**src/hw/rtl/utf8sd_pkg.sv**
```systemverilog
`timescale 1ns / 1ps

package utf8sd_pkg;

    localparam int CP_W = 21;

    localparam logic [CP_W-1:0] CP_QMARK       = 21'h00003F;
    localparam logic [CP_W-1:0] CP_APOSTROPHE  = 21'h000027;
    localparam logic [CP_W-1:0] CP_QUOTE       = 21'h000022;
    localparam logic [CP_W-1:0] CP_LSQUO       = 21'h002018;
    localparam logic [CP_W-1:0] CP_RSQUO       = 21'h002019;
    localparam logic [CP_W-1:0] CP_LDQUO       = 21'h00201C;
    localparam logic [CP_W-1:0] CP_RDQUO       = 21'h00201D;
    localparam logic [CP_W-1:0] CP_EN_DASH     = 21'h002013;
    localparam logic [CP_W-1:0] CP_EM_DASH     = 21'h002014;

    // what one input byte leaves to emit: a run of '?' then an optional final item
    typedef struct packed {
        logic [1:0]      n_sub;
        logic            has_final;
        logic [CP_W-1:0] final_cp;
        logic            final_sub;
        logic            final_end;
    } job_t;

    function automatic logic [CP_W-1:0] fold_cp(input logic enable, input logic [CP_W-1:0] cp);
        logic [CP_W-1:0] res;
        res = cp;
        if (enable)
        begin
            if (cp == CP_LSQUO || cp == CP_RSQUO)
                res = CP_APOSTROPHE;
            else if (cp == CP_LDQUO || cp == CP_RDQUO)
                res = CP_QUOTE;
            else if (cp == CP_EN_DASH)
                res = CP_EM_DASH;
        end
        return res;
    endfunction

endpackage

```
**src/hw/rtl/utf8sd_decode.sv**
```systemverilog
`timescale 1ns / 1ps

module utf8sd_decode (
    input  logic             clk,
    input  logic             rst_n,
    input  logic [7:0]       in_byte,
    input  logic             accept,
    input  logic             cfg_write,
    input  logic             cfg_fold,
    output utf8sd_pkg::job_t job
);
    import utf8sd_pkg::*;

    logic            fold_reg;
    logic [CP_W-1:0] acc_reg, acc_next;
    logic [1:0]      expected_reg, expected_next;
    logic [1:0]      seen_reg, seen_next;

    logic            is_cont;
    logic [CP_W-1:0] cont_acc;
    logic [1:0]      cont_seen;

    assign is_cont   = (in_byte[7:6] == 2'b10);
    assign cont_acc  = {acc_reg[CP_W-7:0], in_byte[5:0]};
    assign cont_seen = seen_reg + 2'd1;

    always_comb
    begin
        acc_next      = acc_reg;
        expected_next = expected_reg;
        seen_next     = seen_reg;
        job           = '0;

        if (expected_reg != 2'd0 && is_cont)
        begin
            if (cont_seen >= expected_reg)
            begin
                job.has_final = 1'b1;
                job.final_cp  = fold_cp(fold_reg, cont_acc);
                acc_next      = '0;
                expected_next = 2'd0;
                seen_next     = 2'd0;
            end
            else
            begin
                acc_next  = cont_acc;
                seen_next = cont_seen;
            end
        end
        else
        begin
            // broken sequence: one '?' for the lead, one per buffered continuation
            if (expected_reg != 2'd0)
                job.n_sub = (seen_reg >= 2'd2) ? 2'd3 : seen_reg + 2'd1;
            acc_next      = '0;
            expected_next = 2'd0;
            seen_next     = 2'd0;

            if (in_byte == 8'h00)
            begin
                job.has_final = 1'b1;
                job.final_end = 1'b1;
            end
            else if (in_byte[7] == 1'b0)
            begin
                job.has_final = 1'b1;
                job.final_cp  = fold_cp(fold_reg, {{(CP_W-8){1'b0}}, in_byte});
            end
            else if (in_byte[7:5] == 3'b110)
            begin
                acc_next      = {{(CP_W-5){1'b0}}, in_byte[4:0]};
                expected_next = 2'd1;
            end
            else if (in_byte[7:4] == 4'b1110)
            begin
                acc_next      = {{(CP_W-4){1'b0}}, in_byte[3:0]};
                expected_next = 2'd2;
            end
            else if (in_byte[7:3] == 5'b11110)
            begin
                acc_next      = {{(CP_W-3){1'b0}}, in_byte[2:0]};
                expected_next = 2'd3;
            end
            else
            begin
                job.has_final = 1'b1;
                job.final_cp  = CP_QMARK;
                job.final_sub = 1'b1;
            end
        end
    end

    always_ff @(posedge clk or negedge rst_n)
    begin
        if (!rst_n)
        begin
            fold_reg     <= 1'b1;
            acc_reg      <= '0;
            expected_reg <= 2'd0;
            seen_reg     <= 2'd0;
        end
        else
        begin
            if (cfg_write)
                fold_reg <= cfg_fold;
            if (accept)
            begin
                acc_reg      <= acc_next;
                expected_reg <= expected_next;
                seen_reg     <= seen_next;
            end
        end
    end

endmodule

```
**src/hw/rtl/utf8sd_emit.sv**
```systemverilog
`timescale 1ns / 1ps

module utf8sd_emit (
    input  logic             clk,
    input  logic             rst_n,
    input  logic             load,
    input  utf8sd_pkg::job_t job_in,
    output logic             free,
    output logic             out_valid,
    input  logic             out_ready,
    output logic [20:0]      out_cp,
    output logic             out_sub,
    output logic             out_end,
    output logic             out_last
);
    import utf8sd_pkg::*;

    job_t       job_reg;
    logic       valid_reg;
    logic [1:0] idx_reg;

    logic [2:0] total;
    logic       in_sub_run;
    logic       has_items;

    assign total      = {1'b0, job_reg.n_sub} + {2'b00, job_reg.has_final};
    assign in_sub_run = (idx_reg < job_reg.n_sub);
    assign out_last   = ({1'b0, idx_reg} == total - 3'd1);
    assign has_items  = (job_in.n_sub != 2'd0) || job_in.has_final;

    assign out_valid = valid_reg;
    assign out_cp    = in_sub_run ? CP_QMARK : job_reg.final_cp;
    assign out_sub   = in_sub_run ? 1'b1 : job_reg.final_sub;
    assign out_end   = in_sub_run ? 1'b0 : job_reg.final_end;

    // a new word may enter in the same cycle the final item of the current run leaves
    assign free = !valid_reg || (out_ready && out_last);

    always_ff @(posedge clk or negedge rst_n)
    begin
        if (!rst_n)
        begin
            valid_reg <= 1'b0;
            idx_reg   <= 2'd0;
        end
        else if (load)
        begin
            valid_reg <= has_items;
            idx_reg   <= 2'd0;
        end
        else if (valid_reg && out_ready)
        begin
            if (out_last)
                valid_reg <= 1'b0;
            else
                idx_reg <= idx_reg + 2'd1;
        end
    end

    always_ff @(posedge clk)
    begin
        if (load)
            job_reg <= job_in;
    end

endmodule

```
**src/hw/rtl/utf8_stream_decoder_top.sv**
```systemverilog
`timescale 1ns / 1ps
// utf8 stream decoder
// s_axis carries one raw byte per word; a zero byte ends a string.
// m_axis carries one decoded item per word: the code point in tdata, the
// substitution and end-of-string flags in tuser, and tlast on the final item
// caused by an input byte. bytes that only start or extend a sequence give no item.
// the byte is decoded in the cycle it is accepted; its items appear on m_axis
// from the next cycle. throughput: one byte per cycle while m_axis_tready is high
// and every byte gives at most one item.
// a byte that breaks a sequence gives up to four items, emitted one per cycle
// from the job register, and s_axis_tready stays low until the last one leaves.
// when m_axis_tready is low the current item holds and s_axis stalls once the
// job register is full.
// cfg: cfg_data[0] sets punctuation folding, always ready; write it while idle.
// reset: decoder idle, no item pending, folding on.
module utf8_stream_decoder_top (
    input  logic        clk,
    input  logic        rst_n,
    input  logic        s_axis_tvalid,
    output logic        s_axis_tready,
    input  logic [7:0]  s_axis_tdata,   // [7:0] in_byte
    output logic        m_axis_tvalid,
    input  logic        m_axis_tready,
    output logic [23:0] m_axis_tdata,   // [20:0] code_point, [23:21] zero
    output logic [1:0]  m_axis_tuser,   // [0] substituted, [1] string_end
    output logic        m_axis_tlast,
    input  logic        cfg_valid,
    output logic        cfg_ready,
    input  logic        cfg_data
);
    import utf8sd_pkg::*;

    job_t        job;
    logic        accept;
    logic        free;
    logic [20:0] cp;

    assign s_axis_tready = free;
    assign accept        = s_axis_tvalid && free;
    assign cfg_ready     = 1'b1;

    utf8sd_decode u_decode (
        .clk       (clk),
        .rst_n     (rst_n),
        .in_byte   (s_axis_tdata),
        .accept    (accept),
        .cfg_write (cfg_valid),
        .cfg_fold  (cfg_data),
        .job       (job)
    );

    utf8sd_emit u_emit (
        .clk       (clk),
        .rst_n     (rst_n),
        .load      (accept),
        .job_in    (job),
        .free      (free),
        .out_valid (m_axis_tvalid),
        .out_ready (m_axis_tready),
        .out_cp    (cp),
        .out_sub   (m_axis_tuser[0]),
        .out_end   (m_axis_tuser[1]),
        .out_last  (m_axis_tlast)
    );

    assign m_axis_tdata = {3'b000, cp};

endmodule

```
**config.mk**
```make
export PLATFORM = sky130hd
export DESIGN_NAME = utf8_stream_decoder_top
export DESIGN_NICKNAME = d
export VERILOG_FILES = /design/src/hw/rtl/utf8sd_pkg.sv /design/src/hw/rtl/utf8sd_decode.sv /design/src/hw/rtl/utf8sd_emit.sv /design/src/hw/rtl/utf8_stream_decoder_top.sv
export SDC_FILE = /design/constraint.sdc
export NUM_CORES = 1
export LEC_CHECK = 0
export BUFFER_PORTS_ARGS = -buffer_cell sky130_fd_sc_hd__buf_2
export CAP_MARGIN = 20
export CORE_ASPECT_RATIO = 1.2
export CORE_MARGIN = 1
export CORE_UTILIZATION = 29
export CTS_BUF_LIST = sky130_fd_sc_hd__clkbuf_16
export DETAILED_ROUTE_END_ITERATION = 6
export SYNTH_ARGS = -nofsm -noshare
export SYNTH_HDL_FRONTEND = slang
export SYNTH_SLANG_ARGS = --single-unit
```
**constraint.sdc**
```tcl
create_clock -name clk -period 2.85 [get_ports clk]
set_input_delay 0.1425 -clock clk [delete_from_list [all_inputs] [get_ports clk]]
set_output_delay 0.1425 -clock clk [all_outputs]
set_load 0.02 [all_outputs]
```
==> Yosys cells after proc, flatten, opt, wreduce, memory -nomap -nowiden <==
Cells that the tools add are included.
{ "totals": {"output_inout_bits": 30, "elab_cells": 91, "input_bits": 14, "ff_bits": 49} }
{ "op_classes": {"magnitude_cmp": 3, "n_bitwise": 1, "add_sub_neg": 4, "n_reduce_logical": 18, "eq_ne": 12, "n_mux": 42} }
{ "ops": {"columns": ["operator", "count"], "rows": [
  ["$eq A21 B14 Y1 const B", 5],
  ["$mux W21", 5],
  ["$mux W15", 6],
  ["$mux W22", 4],
  ["$mux W23", 3],
  ["$mux W2", 15],
  ["$logic_not A8 Y1", 1],
  ["$mux W1", 8],
  ["$reduce_bool A2 Y1", 4],
  ["$reduce_and A2 Y1", 3],
  ["$eq A5 B5 Y1 const B", 1],
  ["$reduce_or A5 Y1", 1],
  ["$add A2 B1 Y2 const B", 2],
  ["$eq A4 B4 Y1 const B", 1],
  ["$logic_and A1 B1 Y1", 4],
  ["$logic_or A1 B1 Y1", 4],
  ["$ne A2 B2 Y1 const B", 2],
  ["$add A2 B1 Y3", 1],
  ["$eq A2 B3 Y1", 1],
  ["$eq A3 B3 Y1 const B", 1],
  ["$mux W3", 1],
  ["$sub A3 B1 Y3 const B", 1],
  ["$eq A2 B2 Y1 const B", 1],
  ["$ge A2 B2 Y1", 1],
  ["4 further kinds", 4]
]} }

==> Logic depth before layout (Yosys ltp) <==
Gate-level depths: netlist (run 1).
{ "depth": {"ltp_word": 9, "ltp_mapped": 10, "mapped_depth_nobuf": 9} }

==> Cells and area by module <==
Synthesis (run 1) repeated with hierarchy kept, for this count alone.
{ "unflattened": {"cells_unflattened": 220, "hier_area_um2": 2497.4} }
{ "by_module_without_submodules": {"columns": ["mod", "area_per_inst_um2", "cells_each", "instances", "seq_area_each_um2"], "rows": [
  ["utf8sd_decode", 1267.5, 133, 1, 501.7],
  ["utf8sd_emit", 1186.1, 80, 1, 855.8],
  ["utf8_stream_decoder_top", 43.8, 7, 1, 0.0]
]} }

==> Worst setup path after synthesis (run 1) <==
Ideal clock, no wire load.
{ "synth_path": {"kind": "reg-to-reg", "from": "register u_emit.job_reg[24] (netlist bit)", "to": "register u_emit.job_reg[0] (netlist bit), enable pin", "n_path_buf": 1, "required_ns": 2.513, "slack_ns": 0.231, "path_stages_with_launch": 9, "t_arrival_ns": 2.282, "synth_period_minus_slack_ns": 2.619, "setup_ns": 0.337, "cell_sequence": "edfxtp_1 > inv_1 > ha_1 > ha_1 > xnor2_1 > o41ai_2 > nand2_1 > inv_2 > buf_4"} }
{ "synth_via": {"elab_chain_cells": 6} }
{ "synth_lines": {"columns": ["item", "line", "text"], "rows": [
  ["from (decl)", "utf8sd_emit.sv:18", "job_t job_reg;"],
  ["from (signal assigned)", "utf8sd_emit.sv:63", "job_reg <= job_in;"],
  ["$add A2 B1 Y3", "utf8sd_emit.sv:26", "assign total = {1'b0, job_reg.n_sub} + {2'b00, job_reg.has_final};"],
  ["$sub A3 B1 Y3", "utf8sd_emit.sv:28", "assign out_last = ({1'b0, idx_reg} == total - 3'd1);"],
  ["$eq A2 B3 Y1", "utf8sd_emit.sv:28", null],
  ["$logic_and A1 B1 Y1", "utf8sd_emit.sv:37", "assign free = !valid_reg || (out_ready && out_last);"],
  ["$logic_or A1 B1 Y1", "utf8sd_emit.sv:37", null],
  ["net s_axis_tready", "utf8_stream_decoder_top.sv:20", "output logic s_axis_tready,"],
  ["$logic_and A1 B1 Y1", "utf8_stream_decoder_top.sv:39", "assign accept = s_axis_tvalid && free;"],
  ["net accept", "utf8_stream_decoder_top.sv:34", "logic accept;"]
]} }
The timed path passes the listed nets, and every way through them passes these cells.
A chain may end at the register's enable or synchronous reset.

==> Final worst setup path (run 1) <==
{ "layout_path": {"from": "register u_decode.seen_reg[0]", "to": "register u_emit.job_reg[18] (netlist bit), data pin"} }
{ "layout_via": {"elab_chain_cells": 4} }
{ "layout_lines": {"columns": ["item", "line", "text"], "rows": [
  ["from (decl)", "utf8sd_decode.sv:17", "logic [1:0] seen_reg, seen_next;"],
  ["from (signal assigned)", "utf8sd_decode.sv:110", "seen_reg <= seen_next;"],
  ["$add A2 B1 Y2", "utf8sd_decode.sv:25", "assign cont_seen = seen_reg + 2'd1;"],
  ["$ge A2 B2 Y1", "utf8sd_decode.sv:36", "if (cont_seen >= expected_reg)"],
  ["$mux W22", "utf8sd_decode.sv:36", null],
  ["$mux W22", "utf8sd_decode.sv:34", "if (expected_reg != 2'd0 && is_cont)"]
]} }
No other way between the ends.

==> flow_summary_export.csv, run 1 <==
group,metric,value,unit
outcome,outcome,"finished clean",
synthesis,synth_seq_cells,49,
clocking,post_cts_buffers,0,
global_routing,grt_pass1_wl,8.49,mm
timing,setup_tns,0,ps
synthesis,synth.largest_area_cell,"edfxtp_1",
pwr,p_seq_share,37.6,%
detailed_routing,drtAntennaViolNets,0,
synthesis,synth_top_area_share,30.4,%
synthesis,syn-mean-instance-area,10.4,µm²
final_layout,final_nets,307,
pwr,power_switching_share,39.0,%
final_layout,syn_to_final_growth,17.3,%
worst_setup_path,cp_max_fo,14,
placement,placed_cells,395,
synthesis,ys.flop_type,"edfxtp_1",
clocking,cts_buffers,5,
detailed_routing,route.detailed.drc,0,
clocking,cts_hold_buf,1,
final_layout,n_antenna_cell,0,
timing,hold_slack,94.7,ps
synthesis,yosysMostFrequentCell,"nand2_1",
synthesis,syn_inst,248,
final_layout,instances_no_fill,404,
pwr,power.density,897,mW/mm²
worst_setup_path,crit_arrival,2640,ps
pwr,p_int,1.65,mW
worst_setup_path,crit_required,3000,ps
timing,drv_slew,0,
global_routing,grt_overflow_total,0,
timing,worst_pin_slew,553,ps
worst_setup_path,worst_path_most_repeated_cell,"ha_1",
floorplanning,die_area,0.00924,mm²
worst_setup_path,crit_chain,"inv_1 -> ha_1 -> ha_1 -> a21oi_1 -> nor3_1 -> a21boi_2 -> and2_1",
placement,gp_congestion,0.884,
clocking,post_cts_resized,0,
clocking,cts_tree,"built",
detailed_routing,wirelength,5.15,mm
global_routing,grt_antenna_before_repair,0,
floorplanning,die_w,87.9,µm
worst_setup_path,crit_path_max_incr_delay,510,ps
pwr,leakage,1.29,nW
synthesis,ys_warn_count,0,
clocking,clk_latency,280,ps
worst_setup_path,slowest_stage,"a21boi_2",
pwr,clockPowerShare,21.1,%
job,maxCapViolations,0,
global_routing,track_usage,11.9,%
final_layout,n_fill_cell,888,
detailed_routing,routedWlPerCell,12.7,µm
synthesis,synth_area_leaders,"edfxtp_1 30%, dfrtp_1 21%, nand2_1 4.7%, nor2b_1 4.1%, ha_1 3.4%",
pwr,switching_power,1.05,mW
final_layout,seq_area,0.00136,mm²
placement,portBuffers,39,
detailed_routing,viasPerCell,4.59,
floorplanning,core,0.00856,mm²
timing,hold_viol_final,0,
pwr,comb_power_share,41.3,%
placement,dp_hpwl,3.75,mm
floorplanning,start_util,30.0,%
synthesis,async_flop_share,46.9,%
floorplanning,die_h,105,µm
clocking,clock_path_buffers,2,
final_layout,largest_register_ffs,26,
floorplanning,io_pins,44,
timing,max_freq,0.403,GHz
worst_setup_path,end_kind,"flip-flop",
clocking,cts.clk_slew.worst_paths,60,ps
clocking,cts_sinks,49,
detailed_routing,routed-via-count,1853,
synthesis,synth_area,0.00257,mm²
final_layout,multiInputGateArea,0.00106,mm²
timing,max_slew_margin,62.8,%
hold_path,hp-class,"in -> reg",
detailed_routing,drt_iter0_markers,140,
clocking,htree_levels,2,
synthesis,yosys-top-cells-count,"32 x nand2_1, 26 x edfxtp_1, 22 x dfrtp_1",
timing,fin_skew,5.77,ps
final_layout,drive_gt1_share,24.0,%
floorplanning,std_cell_rows,37,
synthesis,synth.distinct_cells,49,
worst_setup_path,worstSetupPathType,"reg -> reg",
clocking,root_buffer,"clkbuf_16",
detailed_routing,dr.pass1.iters,4,
timing,setup_viol,0,
timing,rsz0062_at_grt,"false",
pwr,ir_worst_vdd,300,µV
synthesis,synth_edf_count,26,
timing,fin_crit_sh,87.1,%
global_routing,grt_pass1_vias,1779,
placement,dp_slack,384,ps
timing,setup_ws,368,ps
worst_setup_path,worstSetupStartpointType,"flip-flop",
synthesis,seq_area_frac_synth,52.9,%
global_routing,grt_start_max_net_pins,35,
timing,min_period,2480,ps
[cell usage in the layout (no fill, tap or decap), types with 3 or more instances in the layout]
master     synthesis  final
nand3_1           14     14
dfrtp_1           22     22
nand2_1           32     32
nand2b_1           3      3
a21oi_1            7      7
conb_1             2      4
nor2b_1           17     17
o21ai_0           14     14
buf_4              7      3
ha_1               7      7
nor2_1            11     11
buf_2              1     39
edfxtp_1          26     26
clkbuf_16          0      5
inv_1             14     14
or2_2              8      8
o31ai_1            3      3
and2_1            13     13
[routing by layer]
metal / share of wire, % / global-route usage, % / vias up
met5: 0 / 0 / -
met4: 1.0 / 3.98 / 0
met3: 4.1 / 2.84 / 5
met2: 52 / 20.7 / 47
met1: 43 / 14.2 / 874
li1: - / - / 927
[cells by family (layout without fill, tap and decap cells)]
kind of cell    count (synthesis)  after routing  share of synthesized area (%)
buf+inv                        31             68                           6.19
simple gates                  113            113                           23.7
compound gates                 41             41                           11.6
xor+xnor                        2              2                          0.682
other cells                     2              4                          0.293
flops                          49             49                           52.9
mux                             3              3                           1.27
fa+ha+maj                       7              7                           3.41
[area by class of cell]
type                    instances  area share (%)
repair buffers                 44            8.22
clock buffers                   5            4.15
well taps                     117            4.86
inverters                      16            1.99
multi-input cells             170            35.1
flip-flops and latches         49            45.1
clock inverters                 3           0.581
[power groups by stage]
| stage | Combinational [mW] | Sequential [mW] | Clock (mW) |
|---|---|---|---|
| final | 1.11 | 1.02 | 0.570 |
| after global routing | 1.24 | 1.04 | 0.622 |
| after CTS | 1.13 | 1.02 | 0.594 |
| after detailed placement | 1.13 | 1.03 | 0 |
| after global placement | 1.11 | 1.03 | 0 |
| after floorplan | 0.821 | 1.01 | 0 |
[metrics by stage]
step           power (mW)  area [µm²]  utilization (%)
2_1_floorplan        1.83        2570                -
3_3_place_gp         2.14        2860             33.4
3_5_place_dp         2.16        2860             33.4
4_1_cts              2.74        3010             35.2
5_1_grt              2.90        3010             35.2
6_report             2.70        3010             35.2
[critical path, delay by kind of cell, from the launching register on]
kind	cells	cell delay [ps]
adder cells (fa/ha/maj)	2	670
AND/OR/NAND/NOR	2	640
AO/OA/AOI/OAI	2	590
flip-flops	1	370
buffers and inverters	1	80
[final timing paths]
| path | start | slack [ps] | endpoint | cells past startpoint |
|---|---|---|---|---|
| max in group asynchronous | rst_n | 2110 | u_decode.fold_reg | 2 |
| min in group asynchronous | rst_n | 370 | u_emit.out_valid | 2 |
| max | u_decode.seen_reg[0] | 370 | u_emit.job_reg[18] | 7 |
| min reg2reg | u_decode.acc_reg[10] | 490 | u_decode.acc_reg[10] | 2 |
| min | cfg_data | 90 | u_decode.fold_reg | 2 |
| max reg2reg | u_decode.seen_reg[0] | 370 | u_emit.job_reg[18] | 7 |
(Power assumes the default switching activity.)
==> run 2, diff against run 1 <==
--- a/config.mk
+++ b/config.mk
@@ -16,2 +16,3 @@
 export SYNTH_HDL_FRONTEND = slang
+export SYNTH_HIERARCHICAL = 1
 export SYNTH_SLANG_ARGS = --single-unit
--- a/constraint.sdc
+++ b/constraint.sdc
@@ -3,2 +3,2 @@
 set_output_delay 0.1425 -clock clk [all_outputs]
-set_load 0.02 [all_outputs]
+set_load 0.1 [all_outputs]
==> run 2 against run 1 <==
Final area up 0.66%. Count of clock-buffer cells in the layout unchanged. Non-clock buffer count unchanged. Die area is 2.7% lower. Worst setup slack worse by 19 ps. Wire length shrank 1.7%. Sequential cell count unchanged. Register-to-register slack got worse by 20 ps. Maximum frequency down 0.75%. Critical endpoint is now u_decode/acc_reg[12].
==> flow_summary_export.csv, run 2 <==
group,metric,value,unit
timing,worst_pin_slew,531,ps
clocking,root_buffer,"clkbuf_16",
global_routing,grt_pass1_wl,8.52,mm
timing,min_period,2500,ps
placement,dp_hpwl,3.85,mm
placement,portBuffers,39,
floorplanning,core,0.00824,mm²
synthesis,yosysMostFrequentCell,"edfxtp_1",
synthesis,ys.flop_type,"edfxtp_1",
timing,hold_viol_final,0,
worst_setup_path,crit_family,"simple AND/OR/NAND/NOR gates",
final_layout,fin_area,0.00303,mm²
synthesis,syn_inst,220,
floorplanning,io_pins,44,
placement,place_area,0.00288,mm²
worst_setup_path,crit_chain,"inv_1 -> ha_2 -> ha_4 -> xnor2_4 -> o41ai_4 -> and2_4 -> clkinv_8 -> nor2_2 -> a22o_1",
synthesis,async_flop_share,46.9,%
synthesis,seq_area_frac_synth,54.4,%
clocking,post_cts_resized,0,
clocking,cts.clk_slew.worst_paths,70,ps
synthesis,synth.distinct_cells,54,
outcome,outcome,"finished clean",
clocking,post_cts_buffers,0,
final_layout,largest_register_ffs,26,
synthesis,yosys-top-cells-count,"26 x edfxtp_1, 22 x dfrtp_1, 14 x nor2b_1",
worst_setup_path,crit_path_max_incr_delay,390,ps
clocking,clock_path_buffers,2,
global_routing,grt_start_max_net_pins,25,
worst_setup_path,path_buf_inv,2,
clocking,cts_buffers,5,
timing,fin_skew,3.36,ps
final_layout,n_fill_cell,816,
synthesis,synth.largest_area_cell,"edfxtp_1",
worst_setup_path,worstSetupStartpointType,"flip-flop",
timing,max_slew_margin,64.6,%
final_layout,n_antenna_cell,0,
timing,rsz0062_at_grt,"false",
synthesis,synth_area_leaders,"edfxtp_1 31%, dfrtp_1 22%, a22o_1 4.2%, ha_1 3.5%, nor2b_1 3.5%",
detailed_routing,routed-via-count,1783,
detailed_routing,drt_iter0_markers,100,
floorplanning,die_h,104,µm
timing,hold_slack,88.5,ps
global_routing,grt_antenna_before_repair,0,
clocking,cts_sinks,49,
job,maxCapViolations,0,
timing,drv_slew,0,
floorplanning,start_util,30.3,%
clocking,htree_levels,2,
detailed_routing,route.detailed.drc,0,
synthesis,syn-mean-instance-area,11.4,µm²
placement,gp_congestion,0.781,
worst_setup_path,crit_arrival,2730,ps
clocking,cts_tree,"built",
final_layout,final_cell_mix,"39 x buf_2, 26 x edfxtp_1, 22 x dfrtp_1, 14 x nor2b_1, 13 x inv_1",
final_layout,drive_gt1_share,27.8,%
global_routing,grt_overflow_total,0,
worst_setup_path,end_kind,"flip-flop",
synthesis,synth_top_area_share,31.3,%
timing,setup_viol,0,
detailed_routing,wirelength,5.06,mm
worst_setup_path,slowest_stage,"nor2_2",
final_layout,layout_commonest_cell,"buf_2",
clocking,clk_latency,280,ps
timing,fin_crit_sh,87.7,%
floorplanning,die_area,0.00899,mm²
final_layout,final_nets,283,
global_routing,track_usage,12.1,%
floorplanning,die_w,86.7,µm
synthesis,ys_warn_count,6,
hold_path,hp-class,"in -> reg",
floorplanning,std_cell_rows,36,
worst_setup_path,crit_required,3070,ps
synthesis,synth_edf_count,26,
detailed_routing,drtAntennaViolNets,0,
synthesis,synth_seq_cells,49,
worst_setup_path,cp_max_fo,19,
final_layout,syn_to_final_growth,21.4,%
synthesis,synth_area,0.00250,mm²
detailed_routing,viasPerCell,4.73,
timing,max_freq,0.400,GHz
detailed_routing,dr.pass1.iters,4,
global_routing,grt_pass1_vias,1707,
detailed_routing,routedWlPerCell,13.4,µm
worst_setup_path,worstSetupPathType,"reg -> reg",
==> run 2: final cells by class <==
class / instances / area [µm²] / share of cell area (%)
Sequential cell: 49 / 1360 / 44.8
Multi-Input combinational cell: 148 / 1090 / 35.8
Tap cell: 114 / 143 / 4.70
Inverter: 14 / 65.1 / 2.15
Clock buffer: 5 / 125 / 4.13
Clock inverter: 3 / 21.3 / 0.701
Timing Repair Buffer: 44 / 235 / 7.76
==> run 2: worst register-to-register path, cell delays in order (launching register included) <==
cell      delay [ps]
edfxtp_1         380
inv_1             70
ha_2             190
ha_4             220
xnor2_4          150
o41ai_4          370
and2_4           330
clkinv_8         130
nor2_2           400
a22o_1           200
==> run 2: repair_timing <==
item	4_1_cts	5_1_grt
endpoints found under the hold margin	22	0
endpoints found under the setup margin	0	0
hold buffers	1	0
==> run 2: final timing paths <==
kind                                     startpoint              endpoint  slack, ps  cells past startpoint
worst max-delay path             u_emit/job_reg[24]  u_decode/acc_reg[12]        350                      9
worst max register to register   u_emit/job_reg[24]  u_decode/acc_reg[12]        350                      9
min in group asynchronous                     rst_n     u_emit/idx_reg[0]        360                      2
worst min register to register  u_decode/acc_reg[4]   u_decode/acc_reg[4]        530                      2
worst min-delay path                       cfg_data     u_decode/fold_reg         90                      2
max in group asynchronous                     rst_n     u_decode/fold_reg       2120                      2
==> run 2: per-layer routing <==
| metal | share of wire [%] | track usage [%] | vias to the layer above |
|---|---|---|---|
| met5 | 0 | 0 | - |
| met4 | 1.2 | 4.29 | 0 |
| met3 | 3.8 | 2.15 | 4 |
| met2 | 50 | 19.6 | 37 |
| met1 | 45 | 16.2 | 869 |
| li1 | - | - | 873 |
==> run 2: metrics by stage <==
step                      setup TNS, ps  utilization, %  instances  worst slack (ps)
after floorplan                  -15360               -        222              -587
after global placement                0            34.9        368               441
after detailed placement              0            34.9        368               352
after CTS                             0            36.8        377               345
after global routing                  0            36.8        377               127
final                                 0            36.8        377               349
==> run 2: kinds of logic (layout without fill, tap and decap cells) <==
logic type,Yosys count,in the layout,share of synthesized area (%)
adder cells (fa/ha/maj),7,7,3.51
buffers and inverters,25,66,4.76
XOR/XNOR,2,2,0.702
multiplexers,2,2,0.852
flip-flops,49,49,54.4
other,2,4,0.301
AND/OR/NAND/NOR,84,84,21.4
AO/OA/AOI/OAI,49,49,14.1
Power of run 2 is not shown: default switching activity piles up to over one toggle a cycle in this logic, so the estimate is an artifact.
